==> config.mk <==
export PLATFORM = sky130hd
export DESIGN_NAME = tsc_front
export DESIGN_NICKNAME = d
export VERILOG_FILES = /design/src/design/tsc_pkg.sv /design/src/design/tsc_front.sv
export SDC_FILE = /design/constraint.sdc
export NUM_CORES = 2
export LEC_CHECK = 0
export BUFFER_PORTS_ARGS = -buffer_cell sky130_fd_sc_hd__buf_4
export CAP_MARGIN = 40
export CORE_UTILIZATION = 57
export CTS_CLUSTER_DIAMETER = 150
export DETAILED_ROUTE_END_ITERATION = 12
export PLACE_DENSITY = 0.88
export SYNTH_ARGS = -nofsm -noshare
export SYNTH_HDL_FRONTEND = slang
export SYNTH_SLANG_ARGS = --single-unit
==> constraint.sdc <==
create_clock -name clk -period 10.3 [get_ports clk]
set_clock_uncertainty 0.1 [all_clocks]
set_input_delay 2.06 -clock clk [delete_from_list [all_inputs] [get_ports clk]]
set_output_delay 2.06 -clock clk [all_outputs]
set_load 0.01 [all_outputs]
==> src/design/tsc_pkg.sv <==
`timescale 1ns / 1ps
// ----------------------------------------------------------------------------
// Triangle scissor clipper package
// Shared vertex, triangle and configuration types, sizes and edge helpers.
// ----------------------------------------------------------------------------
package tsc_pkg;

	localparam int POLY_VERTS  = 8;
	localparam int IDX_W       = $clog2(POLY_VERTS + 1);
	localparam int ADDR_W      = $clog2(POLY_VERTS);
	localparam int TRI_VERTS   = 3;
	localparam int HALF_PIXEL  = 128;
	localparam int NUM_W       = 52;
	localparam int DEN_W       = 26;
	localparam int CH_COUNT    = 7;
	localparam int QUEUE_DEPTH = 2;

	typedef struct packed {
		logic signed [23:0] x;
		logic signed [23:0] y;
		logic [31:0]        color;
		logic signed [15:0] u;
		logic signed [15:0] v;
	} vtx_t;

	typedef struct packed {
		vtx_t v0;
		vtx_t v1;
		vtx_t v2;
		logic clip;
	} tri_t;

	typedef struct packed {
		logic               scissor_enable;
		logic signed [23:0] clip_left;
		logic signed [23:0] clip_right;
		logic signed [23:0] clip_top;
		logic signed [23:0] clip_bottom;
		logic [23:0]        scale_x;
		logic [23:0]        scale_y;
	} cfg_t;

	typedef enum logic [2:0] {
		REG_SCISSOR,
		REG_LEFT,
		REG_RIGHT,
		REG_TOP,
		REG_BOTTOM,
		REG_SCALE_X,
		REG_SCALE_Y
	} reg_idx_t;

	// Bit 1 selects the y axis, bit 0 selects the high side.
	typedef enum logic [1:0] {
		EDGE_LEFT,
		EDGE_RIGHT,
		EDGE_TOP,
		EDGE_BOTTOM
	} edge_t;

	typedef enum logic [3:0] {
		B_IDLE,
		B_LOAD,
		B_RD0,
		B_FIRST,
		B_RDB,
		B_GETB,
		B_KEEP,
		B_XSET,
		B_XMUL,
		B_XDIV,
		B_XWR,
		B_NEXT,
		B_PEND,
		B_ERD,
		B_ELD,
		B_EWAIT
	} back_state_t;

	function automatic logic signed [23:0] edge_val(input cfg_t c, input edge_t e);
		case (e)
			EDGE_LEFT:  edge_val = c.clip_left;
			EDGE_RIGHT: edge_val = c.clip_right;
			EDGE_TOP:   edge_val = c.clip_top;
			default:    edge_val = c.clip_bottom;
		endcase
	endfunction

	function automatic logic vtx_out(input vtx_t p, input cfg_t c, input edge_t e);
		logic signed [23:0] co;
		logic signed [23:0] ev;
		co = e[1] ? p.y : p.x;
		ev = edge_val(c, e);
		vtx_out = e[0] ? (co > ev) : (co < ev);
	endfunction

endpackage

==> src/design/tsc_front.sv <==
`timescale 1ns / 1ps
// ----------------------------------------------------------------------------
// Triangle scissor clipper front end
// Transforms vertices, gathers triangles and rejects those fully outside.
// ----------------------------------------------------------------------------
module tsc_front (
	input  logic          clk,
	input  logic          arst_n,
	input  tsc_pkg::cfg_t cfg,
	input  logic          in_valid,
	output logic          in_ready,
	input  tsc_pkg::vtx_t in_vtx,
	input  logic          q_full,
	output logic          push,
	output tsc_pkg::tri_t push_data
);
	import tsc_pkg::*;

	logic               valid_s1;
	logic signed [48:0] prod_x_s1;
	logic signed [48:0] prod_y_s1;
	logic [31:0]        color_s1;
	logic signed [15:0] u_s1;
	logic signed [15:0] tv_s1;
	logic [1:0]         phase_q;
	vtx_t               held_q [2];
	vtx_t               cur;
	logic               drop;
	logic               accept;

	function automatic logic signed [23:0] xform(input logic signed [48:0] p);
		logic signed [49:0] s;
		logic signed [33:0] r;
		s = {p[48], p} + 50'sd32768;
		r = $signed(s[49:16]) - 34'(HALF_PIXEL);
		if (r > 34'sd8388607) begin
			xform = 24'sh7FFFFF;
		end else if (r < -34'sd8388608) begin
			xform = 24'sh800000;
		end else begin
			xform = r[23:0];
		end
	endfunction

	assign in_ready = !valid_s1 && !q_full;
	assign accept   = in_valid && in_ready;

	always_comb begin
		cur.x     = xform(prod_x_s1);
		cur.y     = xform(prod_y_s1);
		cur.color = color_s1;
		cur.u     = u_s1;
		cur.v     = tv_s1;
	end

	always_comb begin
		drop = 1'b0;
		for (int e = 0; e < 4; e++) begin
			if (vtx_out(held_q[0], cfg, edge_t'(e)) && vtx_out(held_q[1], cfg, edge_t'(e))
					&& vtx_out(cur, cfg, edge_t'(e))) begin
				drop = 1'b1;
			end
		end
		drop = drop && cfg.scissor_enable;
	end

	assign push           = valid_s1 && (phase_q == 2'd2) && !drop;
	assign push_data.v0   = held_q[0];
	assign push_data.v1   = held_q[1];
	assign push_data.v2   = cur;
	assign push_data.clip = cfg.scissor_enable;

	always_ff @(posedge clk) begin
		if (accept) begin
			prod_x_s1 <= in_vtx.x * $signed({1'b0, cfg.scale_x});
			prod_y_s1 <= in_vtx.y * $signed({1'b0, cfg.scale_y});
			color_s1  <= in_vtx.color;
			u_s1      <= in_vtx.u;
			tv_s1     <= in_vtx.v;
		end
		if (valid_s1 && phase_q != 2'd2) begin
			held_q[phase_q[0]] <= cur;
		end
	end

	always_ff @(posedge clk or negedge arst_n) begin
		if (!arst_n) begin
			valid_s1 <= 1'b0;
			phase_q  <= 2'd0;
		end else begin
			valid_s1 <= accept;
			if (valid_s1) begin
				phase_q <= (phase_q >= 2'd2) ? 2'd0 : phase_q + 2'd1;
			end
		end
	end

endmodule

==> flow_summary.toml <==
[status]
status = "complete, no violations"

[placed_design]
placed_area_um2 = 63100
hpwl_um = 141000
dp_slack_ns = 0.472
gp_congestion = 1.02
port_buffers = 599

[synth]
avgSynthCellArea_um2 = 9.86
async_reset_ff_share_pct = 0.836
ys_seq_area_share_pct = 18.7
synth_edf_count = 356
ys_types = 83
ys_ff_latch = 359
syn_inst = 5826
synth_flop_cell = "edfxtp_1"
syn-cell-area_um2 = 57400
ys_warn_count = 0
synthesis.nets = 7731

[clock_tree]
cts_resized = 0
cts_buffer_depth = 3
clock_latency_ns = 0.59
cts.clk_slew.worst_paths_ns = 0.07
clock-sinks = 359
h-tree-depth = 2
cts-root-buf = "clkbuf_16"
cts_buffers = 37
cts_setup_buffers = 0
cts_hold_buffers = 0
tritoncts = "yes"

[global_routing]
grt_overflow = 0
antenna_found_initial = 9
grt_pass1_vias = 47100
grt_pass1_wl_um = 270000
grt_max_degree = 69
grt_use_total_pct = 34.4

[critical_path]
cp_slowest_cell = "nor3b_1"
cp_max_fo = 24
ff2ff_path_depth = 15
cpPeakStageDelay_ns = 0.59
crit_family = "compound AO/OA/AOI/OAI gates"
crit_top_cell = "a21o_1"
end_kind = "output pin"
rr_startpoint = "prod_y_s1[18]$_DFFE_PP_"
arrival_ns = 7.65
regToRegEndpoint = "held_q[0][82]$_DFFE_PP_"
criticalPathCategory = "flip-flop to output pin"
crit_path_start_kind = "flip-flop"
required_ns = 8.14
crit_buf_inv = 3
reg2reg_setup_slack_ns = 5.37

[die]
row_count = 116
pin_count = 600
dieWidth_um = 319
chipHeight_um = 319
core_area_um2 = 100000
initial_core_util_pct = 57.4
die_area_um2 = 102000

[drt]
vias_per_cell = 5.89
wirelength_um = 174000
drc_errors = 0
vias = 44900
first_iter_violations = 3875
first_pass_iters = 7
ant_nets = 0
wl_per_cell_um = 22.9

[timing]
hold_violations = 0
finalSetupViolCount = 0
fmax_mhz = 102
min_period_ns = 9.81
finalCritPeriodShare_pct = 95.2
worst_pin_slew_ns = 0.910
fin_ws_ns = 0.491
slew_violations = 0
whs_ns = 0.402
finalSetupTns_ns = 0
relSlewSlack_pct = 38.8
grt_setup_unrepaired = "no"

[min_path]
hp-class = "flip-flop to flip-flop"
worstHoldStart = "color_s1[24]$_DFFE_PP_"
hold_end = "held_q[0][56]$_DFFE_PP_"
hold_depth = 0

[run]
max_cap_violations = 0

[cells_and_area]
postLayoutCellArea_um2 = 64400
layout.nets = 8191
syn2layout_area_growth_pct = 12.1
layout-drive-gt1-share_pct = 11.9
[flip-flops by register name (all words and copies together) (netlist names)]
signal,count
valid_s1,1
tv_s1,16
u_s1,16
prod_y_s1,34
prod_x_s1,34
held_q,224
color_s1,32
phase_q,2
[Yosys cell counts (48+ instances only)]
| library cell | number | area, um^2 |
|---|---|---|
| a21o_1 | 90 | 676 |
| a21oi_1 | 113 | 566 |
| and2_1 | 424 | 2650 |
| clkbuf_1 | 218 | 818 |
| edfxtp_1 | 356 | 10700 |
| fa_1 | 962 | 19300 |
| ha_1 | 682 | 8530 |
| inv_1 | 1115 | 4190 |
| nand2_1 | 790 | 2970 |
| nand2b_1 | 77 | 482 |
| nand3_1 | 64 | 320 |
| nand4_1 | 83 | 519 |
| nor2_1 | 128 | 480 |
| nor2b_1 | 57 | 357 |
| o21ai_0 | 137 | 686 |
| xnor2_1 | 98 | 858 |
| xor2_1 | 48 | 420 |
[per-layer routing]
layer	vias to the layer above	routed length, um	part of all wire (%)	GRT usage, %
li1	19400	-	-	-
met1	22200	63500	37	42.8
met2	2750	81500	47	56.3
met3	544	18700	11	8.19
met4	8	10300	5.9	17.0
met5	-	37	0.021	0
[placed cells by master, fill, tap and decap left out, types with 15 or more instances in the layout]
cell type and n:
inv_1 1115, fa_1 962, nand2_1 790, ha_1 682, buf_4 646, and2_1 422, edfxtp_1 356, o21ai_0 137
nor2_1 126, a21oi_1 113, xnor2_1 98, a21o_1 90, nand4_1 83, nand2b_1 77, nand3_1 63, nor2b_1 57
xor2_1 48, nor3_1 47, clkbuf_16 37, o21a_1 25, and3_1 24, a211oi_1 24, nor4_1 24, a31oi_1 22
o31ai_1 15
[stage by stage]
stage                     util, %  std cells
after floorplan                 -       5826
after global routing         64.4       7613
after CTS                    64.4       7611
after detailed placement     63.1       7545
after global placement       63.0       7535
final                        64.4       7613
[layout make-up]
| class | instances | area [um^2] |
|---|---|---|
| Antenna cell | 2 | 5.00 |
| Inverter | 1115 | 4190 |
| Timing Repair Buffer | 655 | 4950 |
| Fill cell | 7590 | 35600 |
| Clock inverter | 27 | 309 |
| Sequential cell | 359 | 10800 |
| Multi-Input combinational cell | 4118 | 41600 |
| Tap cell | 1298 | 1620 |
| Clock buffer | 39 | 933 |
[worst max path at each step]
stage                                        from                       to  cells after the start
final                     prod_x_s1[15]$_DFFE_PP_                     push                     27
after global routing      prod_x_s1[17]$_DFFE_PP_                     push                     28
after CTS                 prod_y_s1[16]$_DFFE_PP_                     push                     28
after detailed placement                  cfg[23]  prod_y_s1[42]$_DFFE_PP_                     25
after global placement    prod_y_s1[15]$_DFFE_PP_                     push                     27
after floorplan                        in_vtx[97]  prod_x_s1[48]$_DFFE_PP_                     27
[cell families (layout without fill, tap and decap cells)]
| kind of cell | after synthesis | count (layout) | share of synthesized area [%] |
|---|---|---|---|
| simple gates | 1792 | 1792 | 15.6 |
| fa+ha+maj | 1644 | 1644 | 48.4 |
| flops | 359 | 359 | 18.7 |
| xor+xnor | 146 | 146 | 2.23 |
| other cells | 0 | 2 | 0 |
| compound gates | 523 | 523 | 5.92 |
| buf+inv | 1349 | 1836 | 8.86 |
| mux | 13 | 13 | 0.229 |
Power is not shown: default switching activity piles up to over one toggle a cycle in this logic, so the estimate is an artifact.
