--- config.mk ---
export PLATFORM = sky130hd
export DESIGN_NAME = tsc_queue
export DESIGN_NICKNAME = d
export VERILOG_FILES = /design/src/design/tsc_pkg.sv /design/src/design/tsc_queue.sv
export SDC_FILE = /design/constraint.sdc
export NUM_CORES = 1
export LEC_CHECK = 0
export BUFFER_PORTS_ARGS = -buffer_cell sky130_fd_sc_hd__buf_4
export CAP_MARGIN = 40
export CELL_PAD_IN_SITES_DETAIL_PLACEMENT = 0
export CELL_PAD_IN_SITES_GLOBAL_PLACEMENT = 1
export CORE_AREA = 4 4 261 263
export CTS_CLUSTER_SIZE = 10
export DETAILED_ROUTE_END_ITERATION = 6
export DIE_AREA = 0 0 265 267
export GPL_TIMING_DRIVEN = 1
export PLACE_DENSITY_LB_ADDON = 0.12
export SLEW_MARGIN = 20
export SYNTH_ARGS = -nofsm -noshare
export SYNTH_HDL_FRONTEND = slang
export SYNTH_SLANG_ARGS = --single-unit
--- constraint.sdc ---
create_clock -name clk -period 22.8 [get_ports clk]
set_clock_uncertainty 0.2 [all_clocks]
set_input_delay 1.14 -clock clk [delete_from_list [all_inputs] [get_ports clk]]
set_output_delay 1.14 -clock clk [all_outputs]
set_load 0.01 [all_outputs]
--- src/design/tsc_pkg.sv ---
`timescale 1ns / 1ps
// ----------------------------------------------------------------------------
// Triangle scissor clipper package
// Shared vertex, triangle and configuration types, sizes and edge helpers.
// ----------------------------------------------------------------------------
package tsc_pkg;

	localparam int POLY_VERTS  = 8;
	localparam int IDX_W       = $clog2(POLY_VERTS + 1);
	localparam int ADDR_W      = $clog2(POLY_VERTS);
	localparam int TRI_VERTS   = 3;
	localparam int HALF_PIXEL  = 128;
	localparam int NUM_W       = 52;
	localparam int DEN_W       = 26;
	localparam int CH_COUNT    = 7;
	localparam int QUEUE_DEPTH = 2;

	typedef struct packed {
		logic signed [23:0] x;
		logic signed [23:0] y;
		logic [31:0]        color;
		logic signed [15:0] u;
		logic signed [15:0] v;
	} vtx_t;

	typedef struct packed {
		vtx_t v0;
		vtx_t v1;
		vtx_t v2;
		logic clip;
	} tri_t;

	typedef struct packed {
		logic               scissor_enable;
		logic signed [23:0] clip_left;
		logic signed [23:0] clip_right;
		logic signed [23:0] clip_top;
		logic signed [23:0] clip_bottom;
		logic [23:0]        scale_x;
		logic [23:0]        scale_y;
	} cfg_t;

	typedef enum logic [2:0] {
		REG_SCISSOR,
		REG_LEFT,
		REG_RIGHT,
		REG_TOP,
		REG_BOTTOM,
		REG_SCALE_X,
		REG_SCALE_Y
	} reg_idx_t;

	// Bit 1 selects the y axis, bit 0 selects the high side.
	typedef enum logic [1:0] {
		EDGE_LEFT,
		EDGE_RIGHT,
		EDGE_TOP,
		EDGE_BOTTOM
	} edge_t;

	typedef enum logic [3:0] {
		B_IDLE,
		B_LOAD,
		B_RD0,
		B_FIRST,
		B_RDB,
		B_GETB,
		B_KEEP,
		B_XSET,
		B_XMUL,
		B_XDIV,
		B_XWR,
		B_NEXT,
		B_PEND,
		B_ERD,
		B_ELD,
		B_EWAIT
	} back_state_t;

	function automatic logic signed [23:0] edge_val(input cfg_t c, input edge_t e);
		case (e)
			EDGE_LEFT:  edge_val = c.clip_left;
			EDGE_RIGHT: edge_val = c.clip_right;
			EDGE_TOP:   edge_val = c.clip_top;
			default:    edge_val = c.clip_bottom;
		endcase
	endfunction

	function automatic logic vtx_out(input vtx_t p, input cfg_t c, input edge_t e);
		logic signed [23:0] co;
		logic signed [23:0] ev;
		co = e[1] ? p.y : p.x;
		ev = edge_val(c, e);
		vtx_out = e[0] ? (co > ev) : (co < ev);
	endfunction

endpackage

--- src/design/tsc_queue.sv ---
`timescale 1ns / 1ps
// ----------------------------------------------------------------------------
// Triangle scissor clipper triangle queue
// Short queue of gathered triangles between the front and back ends.
// ----------------------------------------------------------------------------
module tsc_queue (
	input  logic          clk,
	input  logic          arst_n,
	input  logic          push,
	input  tsc_pkg::tri_t push_data,
	output logic          full,
	output logic          valid,
	input  logic          pop,
	output tsc_pkg::tri_t pop_data
);
	import tsc_pkg::*;

	localparam int PTR_W = $clog2(QUEUE_DEPTH);

	tri_t                 entry_q [QUEUE_DEPTH];
	logic [PTR_W-1:0]     wr_q;
	logic [PTR_W-1:0]     rd_q;
	logic [PTR_W:0]       count_q;

	assign full     = (count_q == (PTR_W + 1)'(QUEUE_DEPTH));
	assign valid    = (count_q != '0);
	assign pop_data = entry_q[rd_q];

	always_ff @(posedge clk) begin
		if (push) begin
			entry_q[wr_q] <= push_data;
		end
	end

	always_ff @(posedge clk or negedge arst_n) begin
		if (!arst_n) begin
			wr_q    <= '0;
			rd_q    <= '0;
			count_q <= '0;
		end else begin
			if (push) begin
				wr_q <= (wr_q == PTR_W'(QUEUE_DEPTH - 1)) ? '0 : wr_q + 1'b1;
			end
			if (pop) begin
				rd_q <= (rd_q == PTR_W'(QUEUE_DEPTH - 1)) ? '0 : rd_q + 1'b1;
			end
			count_q <= count_q + (PTR_W + 1)'(push) - (PTR_W + 1)'(pop);
		end
	end

endmodule

==> results_dict.tcl, run 1 <==
set metrics [dict create \
    wirelength_um 66900 \
    wl_per_cell_um 24.6 \
    worst_pin_slew_ns 1.11 \
    period_share_pct 22.8 \
    cp-start-kind "register" \
    cp.required_ns 21.46 \
    power_w 0.00434 \
    grt_pass1_vias 13599 \
    antenna_left 0 \
    cp_max_fo 48 \
    firstDrtPassIters 4 \
    die_w_um 265 \
    setup_viol 0 \
    finalSetupTns_ns 0 \
    cts_tree "built" \
    syn_area_um2 26100 \
    num_vias 12768 \
    leakage_nw 13.6 \
    area_delta_synth_final_pct 31.3 \
    ir_drop_v 0.000124 \
    synth-warning-count 0 \
    rsz0062_at_grt "no" \
    power_density_nw_per_um2 127 \
    slowest_delay_ns 0.73 \
    place_hpwl_um 49100 \
    drive_gt1_share_pct 61.8 \
    final_nets 2157 \
    syn-num-nets 1407 \
    drv_slew 0 \
    cts_resized 0 \
    ys_types 14 \
    grt_overflow_total 0 \
    gp_congestion 0.776 \
    post_cts_buffers 0 \
    status "finished, final reports clean" \
    final_area_um2 34200 \
    cp_slowest_cell "dfrtp_4" \
    portBuffers 679 \
    initial_core_util_pct 39.7 \
    fmax_mhz 193 \
    htree_levels 3 \
    path_class "reg -> out" \
    period_needed_ns 5.19 \
    grtUsageTotal_pct 18.1 \
    clock_path_buffers 3 \
    worstPathArrival_ns 3.85 \
    drc 0 \
    relSlewSlack_pct 26.0 \
    fillers 5364 \
    rows 94 \
    grt_pass1_wl_um 93100 \
    insertion_delay_ns 0.59 \
    cap_viol_max_count 0 \
    syn_inst 1064 \
    grt_max_degree 122 \
    hold_viol 0 \
    syn_area_per_cell_um2 24.5 \
    place_area_um2 31900 \
    cp_common_cell "buf_4" \
    die_h_um 267 \
    core_area_um2 65600 \
    die_area_um2 70800 \
    cts_sinks 678 \
    first_iter_violations 670 \
    holdBufCountCts 0 \
    io_pins 680 \
    yosysSeqAreaShare_pct 78.0 \
    hp-class "in -> async" \
    ys_ff_latch 678 \
    clk_pin_slew_ns 0.05 \
    root_buffer "clkbuf_16" \
    critical_path_buf_inv_count 6 \
    drt-vias-per-instance 4.70 \
    antenna_found_initial 24 \
    path_delay_family "buffers and inverters" \
    cts_buffers 79 \
    cp-end-kind "primary output" \
    cp_cell_sequence "buf_4 -> buf_4 -> buf_12 -> buf_4 -> buf_16 -> mux2_4 -> buf_4" \
]
==> worst paths after layout <==
check,from,end,slack [ns],cells after the start
worst max-delay path,rd_q$_DFFE_PN0P_,pop_data[149],17.61,7
max in group asynchronous,arst_n,rd_q$_DFFE_PN0P_,22.15,1
min in group clk,wr_q$_DFFE_PN0P_,wr_q$_DFFE_PN0P_,0.35,1
worst min register to register,wr_q$_DFFE_PN0P_,wr_q$_DFFE_PN0P_,0.35,1
worst min-delay path,arst_n,rd_q$_DFFE_PN0P_,0.14,1
worst max register to register,wr_q$_DFFE_PN0P_,entry_q[0][126]$_DFFE_PP_,19.18,7
==> metal layers <==
metal | share of wire [%] | vias up | GRT usage [%]
met5 | 0.15 | - | 0
met4 | 3.7 | 14 | 8.05
met3 | 10 | 136 | 8.37
met2 | 52 | 452 | 31.5
met1 | 34 | 6417 | 18.8
li1 | - | 5749 | -
==> state kept, by name, indices dropped and copies added (netlist names) <==
name,flops
entry_q,674
count_q,2
rd_q,1
wr_q,1
==> cell families after synthesis <==
kind of cell	share of synthesized area (%)
fa+ha+maj	0.0960
buf+inv	2.75
flops	78.0
xor+xnor	0.158
mux	18.9
simple gates	0.0960
==> where the power goes <==
part	switching (W)	total [W]	internal [W]
logic	0.000722	0.00153	0.000813
registers	0.0000665	0.00172	0.00165
clock network	0.000451	0.00109	0.000640
total	0.00124	0.00434	0.00311
==> stage by stage <==
stage / cells / hold slack (ns) / worst slack, ns / utilization, %
2_1_floorplan: 1064 / 0.253 / 5.90 / -
3_3_place_gp: 2582 / 0.329 / 16.99 / 48.2
3_5_place_dp: 2593 / 0.339 / 17.74 / 48.7
4_1_cts: 2696 / 0.0870 / 17.49 / 51.9
5_1_grt: 2713 / 0.101 / 17.40 / 52.1
6_report: 2717 / 0.136 / 17.61 / 52.2
==> cell usage in the layout, fill, tap and decap left out, drive strengths merged <==
master    n
dfrtp     4
ha        2
mux2    337
diode    17
buf     707
bufinv    1
clkinv    3
xor2      2
nor2b     2
edfxtp  674
clkbuf   96
inv       5
xor3      1
or2       1
and2      1
==> synth_stat cells <==
| cell | n | share of area (%) |
|---|---|---|
| edfxtp_1 | 674 | 78 |
| mux2_4 | 301 | 17 |
| mux2_2 | 36 | 1.6 |
| buf_12 | 33 | 2.5 |
| buf_6 | 4 | 0.17 |
| dfrtp_1 | 4 | 0.38 |
| ha_1 | 2 | 0.096 |
| inv_1 | 2 | 0.029 |
| nor2b_1 | 2 | 0.048 |
| xor2_1 | 2 | 0.067 |
| and2_1 | 1 | 0.024 |
| buf_2 | 1 | 0.019 |
| or2_2 | 1 | 0.024 |
| xor3_1 | 1 | 0.091 |
==> final cells by class <==
class / instances / area, um2 / area share (%)
Clock inverter: 7 / 85.1 / 0.249
Antenna cell: 17 / 42.5 / 0.124
Timing Repair Buffer: 707 / 5580 / 16.3
Tap cell: 864 / 1080 / 3.16
Sequential cell: 678 / 20300 / 59.4
Clock buffer: 96 / 2060 / 6.02
Inverter: 2 / 7.51 / 0.0219
Multi-Input combinational cell: 346 / 5030 / 14.7
Power figures use the tool's default switching activity.
==> inputs of run 2 (changes only) <==
Clock period 22.8 ns to 5 ns, I/O delays scaled along.
==> run 2 against run 1 <==
Compared with the run above:
- sequential power rose to 4.6 times the previous value
- clock power rose to 4.5 times the previous value
- global-route usage rose by 0.18 points
- via count rose by 10%
- hold slack improved by 0.043 ns
- flip-flop and latch count did not move
- worst setup slack got worse by 16 ns
- die area did not move
- combinational power rose to 4.6 times the previous value
- utilization rose by 4.8 points
- critical endpoint is now pop_data[328]
- critical path type unchanged
- largest cell class unchanged
==> results_dict.tcl, run 2 (same netlist as run 1, synthesis figures left out) <==
set metrics [dict create \
    status "finished, final reports clean" \
    initial_core_util_pct 39.7 \
    final_cells 3037 \
    relSlewSlack_pct 34.3 \
    wirelength_um 67400 \
    clock_path_buffers 3 \
    seqCellArea_um2 20300 \
    hp-class "in -> reg" \
    cts_buffers 79 \
    utilization_pct 56.9 \
    cp-end-kind "primary output" \
    cts_tree "built" \
    regMostFlops "entry_q" \
    grt_max_degree 149 \
    final_nets 2486 \
    clk_pin_slew_ns 0.05 \
    area_delta_synth_final_pct 43.3 \
    rows 94 \
    place_hpwl_um 47000 \
    period_share_pct 57.9 \
    r2r_slack_ns 2.78 \
    largest_reg_flops 674 \
    antenna_left 0 \
    grt_pass1_vias 15342 \
    antenna_found_initial 10 \
    ir_drop_v 0.000379 \
    cp.required_ns 4.55 \
    path_class "reg -> out" \
    drv_slew 0 \
    root_buffer "clkbuf_16" \
    rsz0062_at_grt "no" \
    drc 0 \
    num_vias 14041 \
    worst_pin_slew_ns 0.986 \
    hold_viol 0 \
    grt_pass1_wl_um 96500 \
    cp-start-kind "register" \
    cp_max_fo 42 \
    fmax_mhz 345 \
    rr_startpoint "wr_q$_DFFE_PN0P_" \
    cap_viol_max_count 0 \
    r2r_cells 3 \
    die_h_um 267 \
    whs_ns 0.179 \
    fillers 5158 \
    whs_endpoint "entry_q[1][88]$_DFFE_PP_" \
    die_area_um2 70800 \
    dp.cells 2584 \
    grtUsageTotal_pct 18.3 \
    r2r-end "entry_q[1][201]$_DFFE_PP_" \
    post_cts_buffers 0 \
    grt_overflow_total 0 \
    layout_common_cells "buf_4, edfxtp_1, dlygate4sd3_1" \
    io_pins 680 \
    final_common_cell "buf_4" \
    gp_congestion 0.781 \
    htree_levels 3 \
    drive_gt1_share_pct 51.8 \
    place_area_um2 31800 \
    power_density_nw_per_um2 531 \
    firstDrtPassIters 4 \
    wl_per_cell_um 22.2 \
    first_iter_violations 665 \
    drt-vias-per-instance 4.62 \
    setup_viol 0 \
    leakage_nw 14.9 \
    min_from "push_data[88]" \
    final_area_um2 37400 \
    worstPathArrival_ns 2.45 \
    die_w_um 265 \
    cts_sinks 678 \
    core_area_um2 65600 \
    reg_top3 "entry_q: 674 flops, count_q: 2 flops" \
    period_needed_ns 2.90 \
    min_path_cells 2 \
    multi_input_area_um2 5030 \
    finalSetupTns_ns 0 \
    portBuffers 679 \
    insertion_delay_ns 0.58 \
]
==> run 2: worst max path at each step <==
stage	cells past startpoint	end	start
final	3	pop_data[328]	rd_q$_DFFE_PN0P_
after global routing	3	pop_data[307]	rd_q$_DFFE_PN0P_
after CTS	3	pop_data[318]	rd_q$_DFFE_PN0P_
after detailed placement	2	entry_q[1][311]$_DFFE_PP_	wr_q$_DFFE_PN0P_
after global placement	2	entry_q[1][313]$_DFFE_PP_	wr_q$_DFFE_PN0P_
after floorplan	1	entry_q[0][0]$_DFFE_PP_	wr_q$_DFFE_PN0P_
==> run 2: critical path, cell delays in order (launching register included) <==
cell	delay (ns)
dfrtp_4	0.62
buf_4	0.65
mux2_2	0.41
buf_4	0.14
==> run 2: final cells by class <==
cell class | instances | area share [%]
flip-flops and latches | 678 | 54.5
repair buffers | 1036 | 23.4
multi-input cells | 346 | 13.5
clock buffers | 94 | 5.56
well taps | 864 | 2.89
clock inverters | 8 | 0.137
diodes | 9 | 0.0603
inverters | 2 | 0.0201
==> run 2: what timing repair did <==
action	in CTS	in global routing
endpoints found under the hold margin	682	0
resized for setup	0	0
hold buffers	341	0
==> run 2: per-stage QoR <==
step / power [W] / setup WS, ns
after global placement: 0.0149 / 2.59
after detailed placement: 0.0149 / 2.57
after global routing: 0.0207 / 1.98
final: 0.0199 / 2.10
after floorplan: 0.0125 / -1.05
after CTS: 0.0202 / 2.03
==> run 2: power breakdown <==
part	switching [W]	internal, W
Clock	0.00204	0.00289
Combinational	0.00336	0.00374
Sequential	0.000273	0.00755
Total	0.00567	0.0142
==> run 2: layer usage <==
layer  vias to the layer above  share of wire, %  global-route usage [%]
met3                       121               7.8                    6.05
met1                      7030                36                    20.0
met4                         4               3.8                    7.92
met2                       477                53                    32.7
li1                       6409                 -                       -
met5                         -             0.039                       0
==> inputs of run 3 (changes only) <==
Clock period 5 ns to 2.89 ns, I/O delays scaled along.
==> run 3 against run 2 <==
Compared with the run above:
- global-route usage increased by 0.55 points
- design area increased by 0.82%
- utilization increased by 0.47 points
- count of clock-buffer cells in the layout increased by 6
- largest power group unchanged
- highest routed layer unchanged
==> results_dict.tcl, run 3 (same netlist as run 1, synthesis figures left out) <==
set metrics [dict create \
    antenna_left 0 \
    insertion_delay_ns 0.58 \
    clk_pin_slew_ns 0.05 \
    core_area_um2 65600 \
    power_density_nw_per_um2 927 \
    leakage_nw 15.0 \
    drc 0 \
    hold_viol 0 \
    intPower_w 0.0249 \
    p_seq_share_pct 38.9 \
    grt_pass1_wl_um 99100 \
    wl_per_cell_um 22.7 \
    clkPwrFrac_pct 24.8 \
    r2r_cells 2 \
    cp-start-kind "register" \
    wirelength_um 69400 \
    rsz0062_at_grt "no" \
    rows 94 \
    grt_overflow_total 0 \
    cp_max_fo 26 \
    wirelength_met1_um 25600 \
    initial_core_util_pct 39.7 \
    worstPathArrival_ns 2.36 \
    drv_slew 0 \
    place_hpwl_um 49400 \
    fmax_mhz 369 \
    worst_pin_slew_ns 0.553 \
    period_needed_ns 2.71 \
    cts_resized 0 \
    endpoint "pop_data[93]" \
    gp_congestion 0.805 \
    reg_top3 "entry_q: 674 flops, count_q: 2 flops" \
    fillers 5040 \
    drive_gt1_share_pct 52.0 \
    final_cells 3056 \
    cp_cell_sequence "buf_12 -> buf_12 -> mux2_4 -> buf_4" \
    final_nets 2502 \
    area_delta_synth_final_pct 44.4 \
    status "finished, final reports clean" \
    io_pins 680 \
    rr_startpoint "wr_q$_DFFE_PN0P_" \
    cp_slowest_cell "dfrtp_4" \
    wl_met3_um 4780 \
    final_common_cell "buf_4" \
    final.setup.worst_slack_ns 0.181 \
    cap_viol_max_count 0 \
    relSlewSlack_pct 63.1 \
    startpoint "rd_q$_DFFE_PN0P_" \
    slowest_delay_ns 0.77 \
    layout_common_cells "buf_4, edfxtp_1, dlygate4sd3_1" \
    first_iter_violations 779 \
    num_vias 14179 \
    firstDrtPassIters 4 \
    clock_path_buffers 3 \
    cts_buffers 79 \
    cts_sinks 678 \
    largest_reg_flops 674 \
    ir_drop_v 0.000631 \
    r2r_slack_ns 0.90 \
    antenna_found_initial 9 \
    grt_pass1_vias 15532 \
    root_buffer "clkbuf_16" \
    die_h_um 267 \
    post_cts_buffers 0 \
    die_w_um 265 \
    dp.cells 2601 \
    dr_wl_met2_um 37000 \
    die_area_um2 70800 \
    drt-vias-per-instance 4.64 \
    cp-end-kind "primary output" \
    power.switching_w 0.0100 \
    grtUsageTotal_pct 18.9 \
    power_w 0.0349 \
    grt_max_degree 89 \
    path_class "reg -> out" \
    cp.required_ns 2.55 \
    r2r-end "entry_q[0][137]$_DFFE_PP_" \
    place_ws_ns 0.755 \
    period_share_pct 93.8 \
    power_frac_comb_pct 36.3 \
    regMostFlops "entry_q" \
    route.top_layer_used "met5" \
    htree_levels 3 \
    portBuffers 679 \
    hp-class "in -> reg" \
    setup_viol 0 \
    cts_tree "built" \
    power_switching_share_pct 28.8 \
    cp_common_cell "buf_12" \
]
run 3: area by class of cell:
| cell class | instances | area [um2] | area share [%] |
|---|---|---|---|
| Tap cell | 864 | 1080 | 2.87 |
| Timing Repair Buffer | 1052 | 9030 | 24.0 |
| Antenna cell | 7 | 17.5 | 0.0465 |
| Inverter | 2 | 7.51 | 0.0199 |
| Multi-Input combinational cell | 346 | 5030 | 13.3 |
| Clock buffer | 100 | 2080 | 5.52 |
| Sequential cell | 678 | 20300 | 54.0 |
| Clock inverter | 7 | 80.1 | 0.213 |
run 3: through the flow:
stage / util, % / hold WS (ns) / cell area [um2] / setup TNS (ns)
finish: 57.4 / 0.0772 / 37700 / 0
global route: 57.4 / 0.0445 / 37700 / 0
CTS: 57.4 / 0.0179 / 37600 / 0
detailed placement: 48.9 / -0.251 / 32100 / 0
global placement: 48.9 / -0.252 / 32100 / 0
floorplan: - / -0.351 / 26100 / -1844.16
run 3: how the worst min path moves through the flow:
| stage | slack, ns | cells after the start | endpoint | startpoint |
|---|---|---|---|---|
| floorplan | -0.35 | 0 | count_q[0]$_DFF_PN0_ | arst_n |
| global placement | -0.25 | 1 | wr_q$_DFFE_PN0P_ | arst_n |
| detailed placement | -0.25 | 1 | wr_q$_DFFE_PN0P_ | arst_n |
| CTS | 0.02 | 2 | entry_q[0][318]$_DFFE_PP_ | push_data[318] |
| global route | 0.04 | 2 | entry_q[1][188]$_DFFE_PP_ | push_data[188] |
| finish | 0.08 | 2 | entry_q[1][222]$_DFFE_PP_ | push_data[222] |
run 3: power groups by stage:
| stage | logic [W] | clock network (W) | registers (W) |
|---|---|---|---|
| after floorplan | 0.00766 | 0 | 0.0139 |
| after global placement | 0.0125 | 0 | 0.0137 |
| after detailed placement | 0.0125 | 0 | 0.0138 |
| after CTS | 0.0129 | 0.00894 | 0.0136 |
| after global routing | 0.0133 | 0.00937 | 0.0137 |
| final | 0.0127 | 0.00865 | 0.0136 |
run 3: layer usage:
layer / GRT usage (%) / vias to the layer above
li1: - / 6452
met1: 21.1 / 7168
met2: 34.3 / 444
met3: 5.62 / 111
met4: 6.35 / 4
met5: 0 / -
run 3: critical path, delay by kind of cell, from the launching register on:
family                 cells  cell delay [ns]
multiplexers               1             0.32
buffers and inverters      3             0.64
flip-flops                 1             0.77
run 3: what timing repair did:
action / CTS / global route
hold buffers: 341 / 0
endpoints found under the setup margin: 0 / 0
hold endpoints to repair: 703 / 0
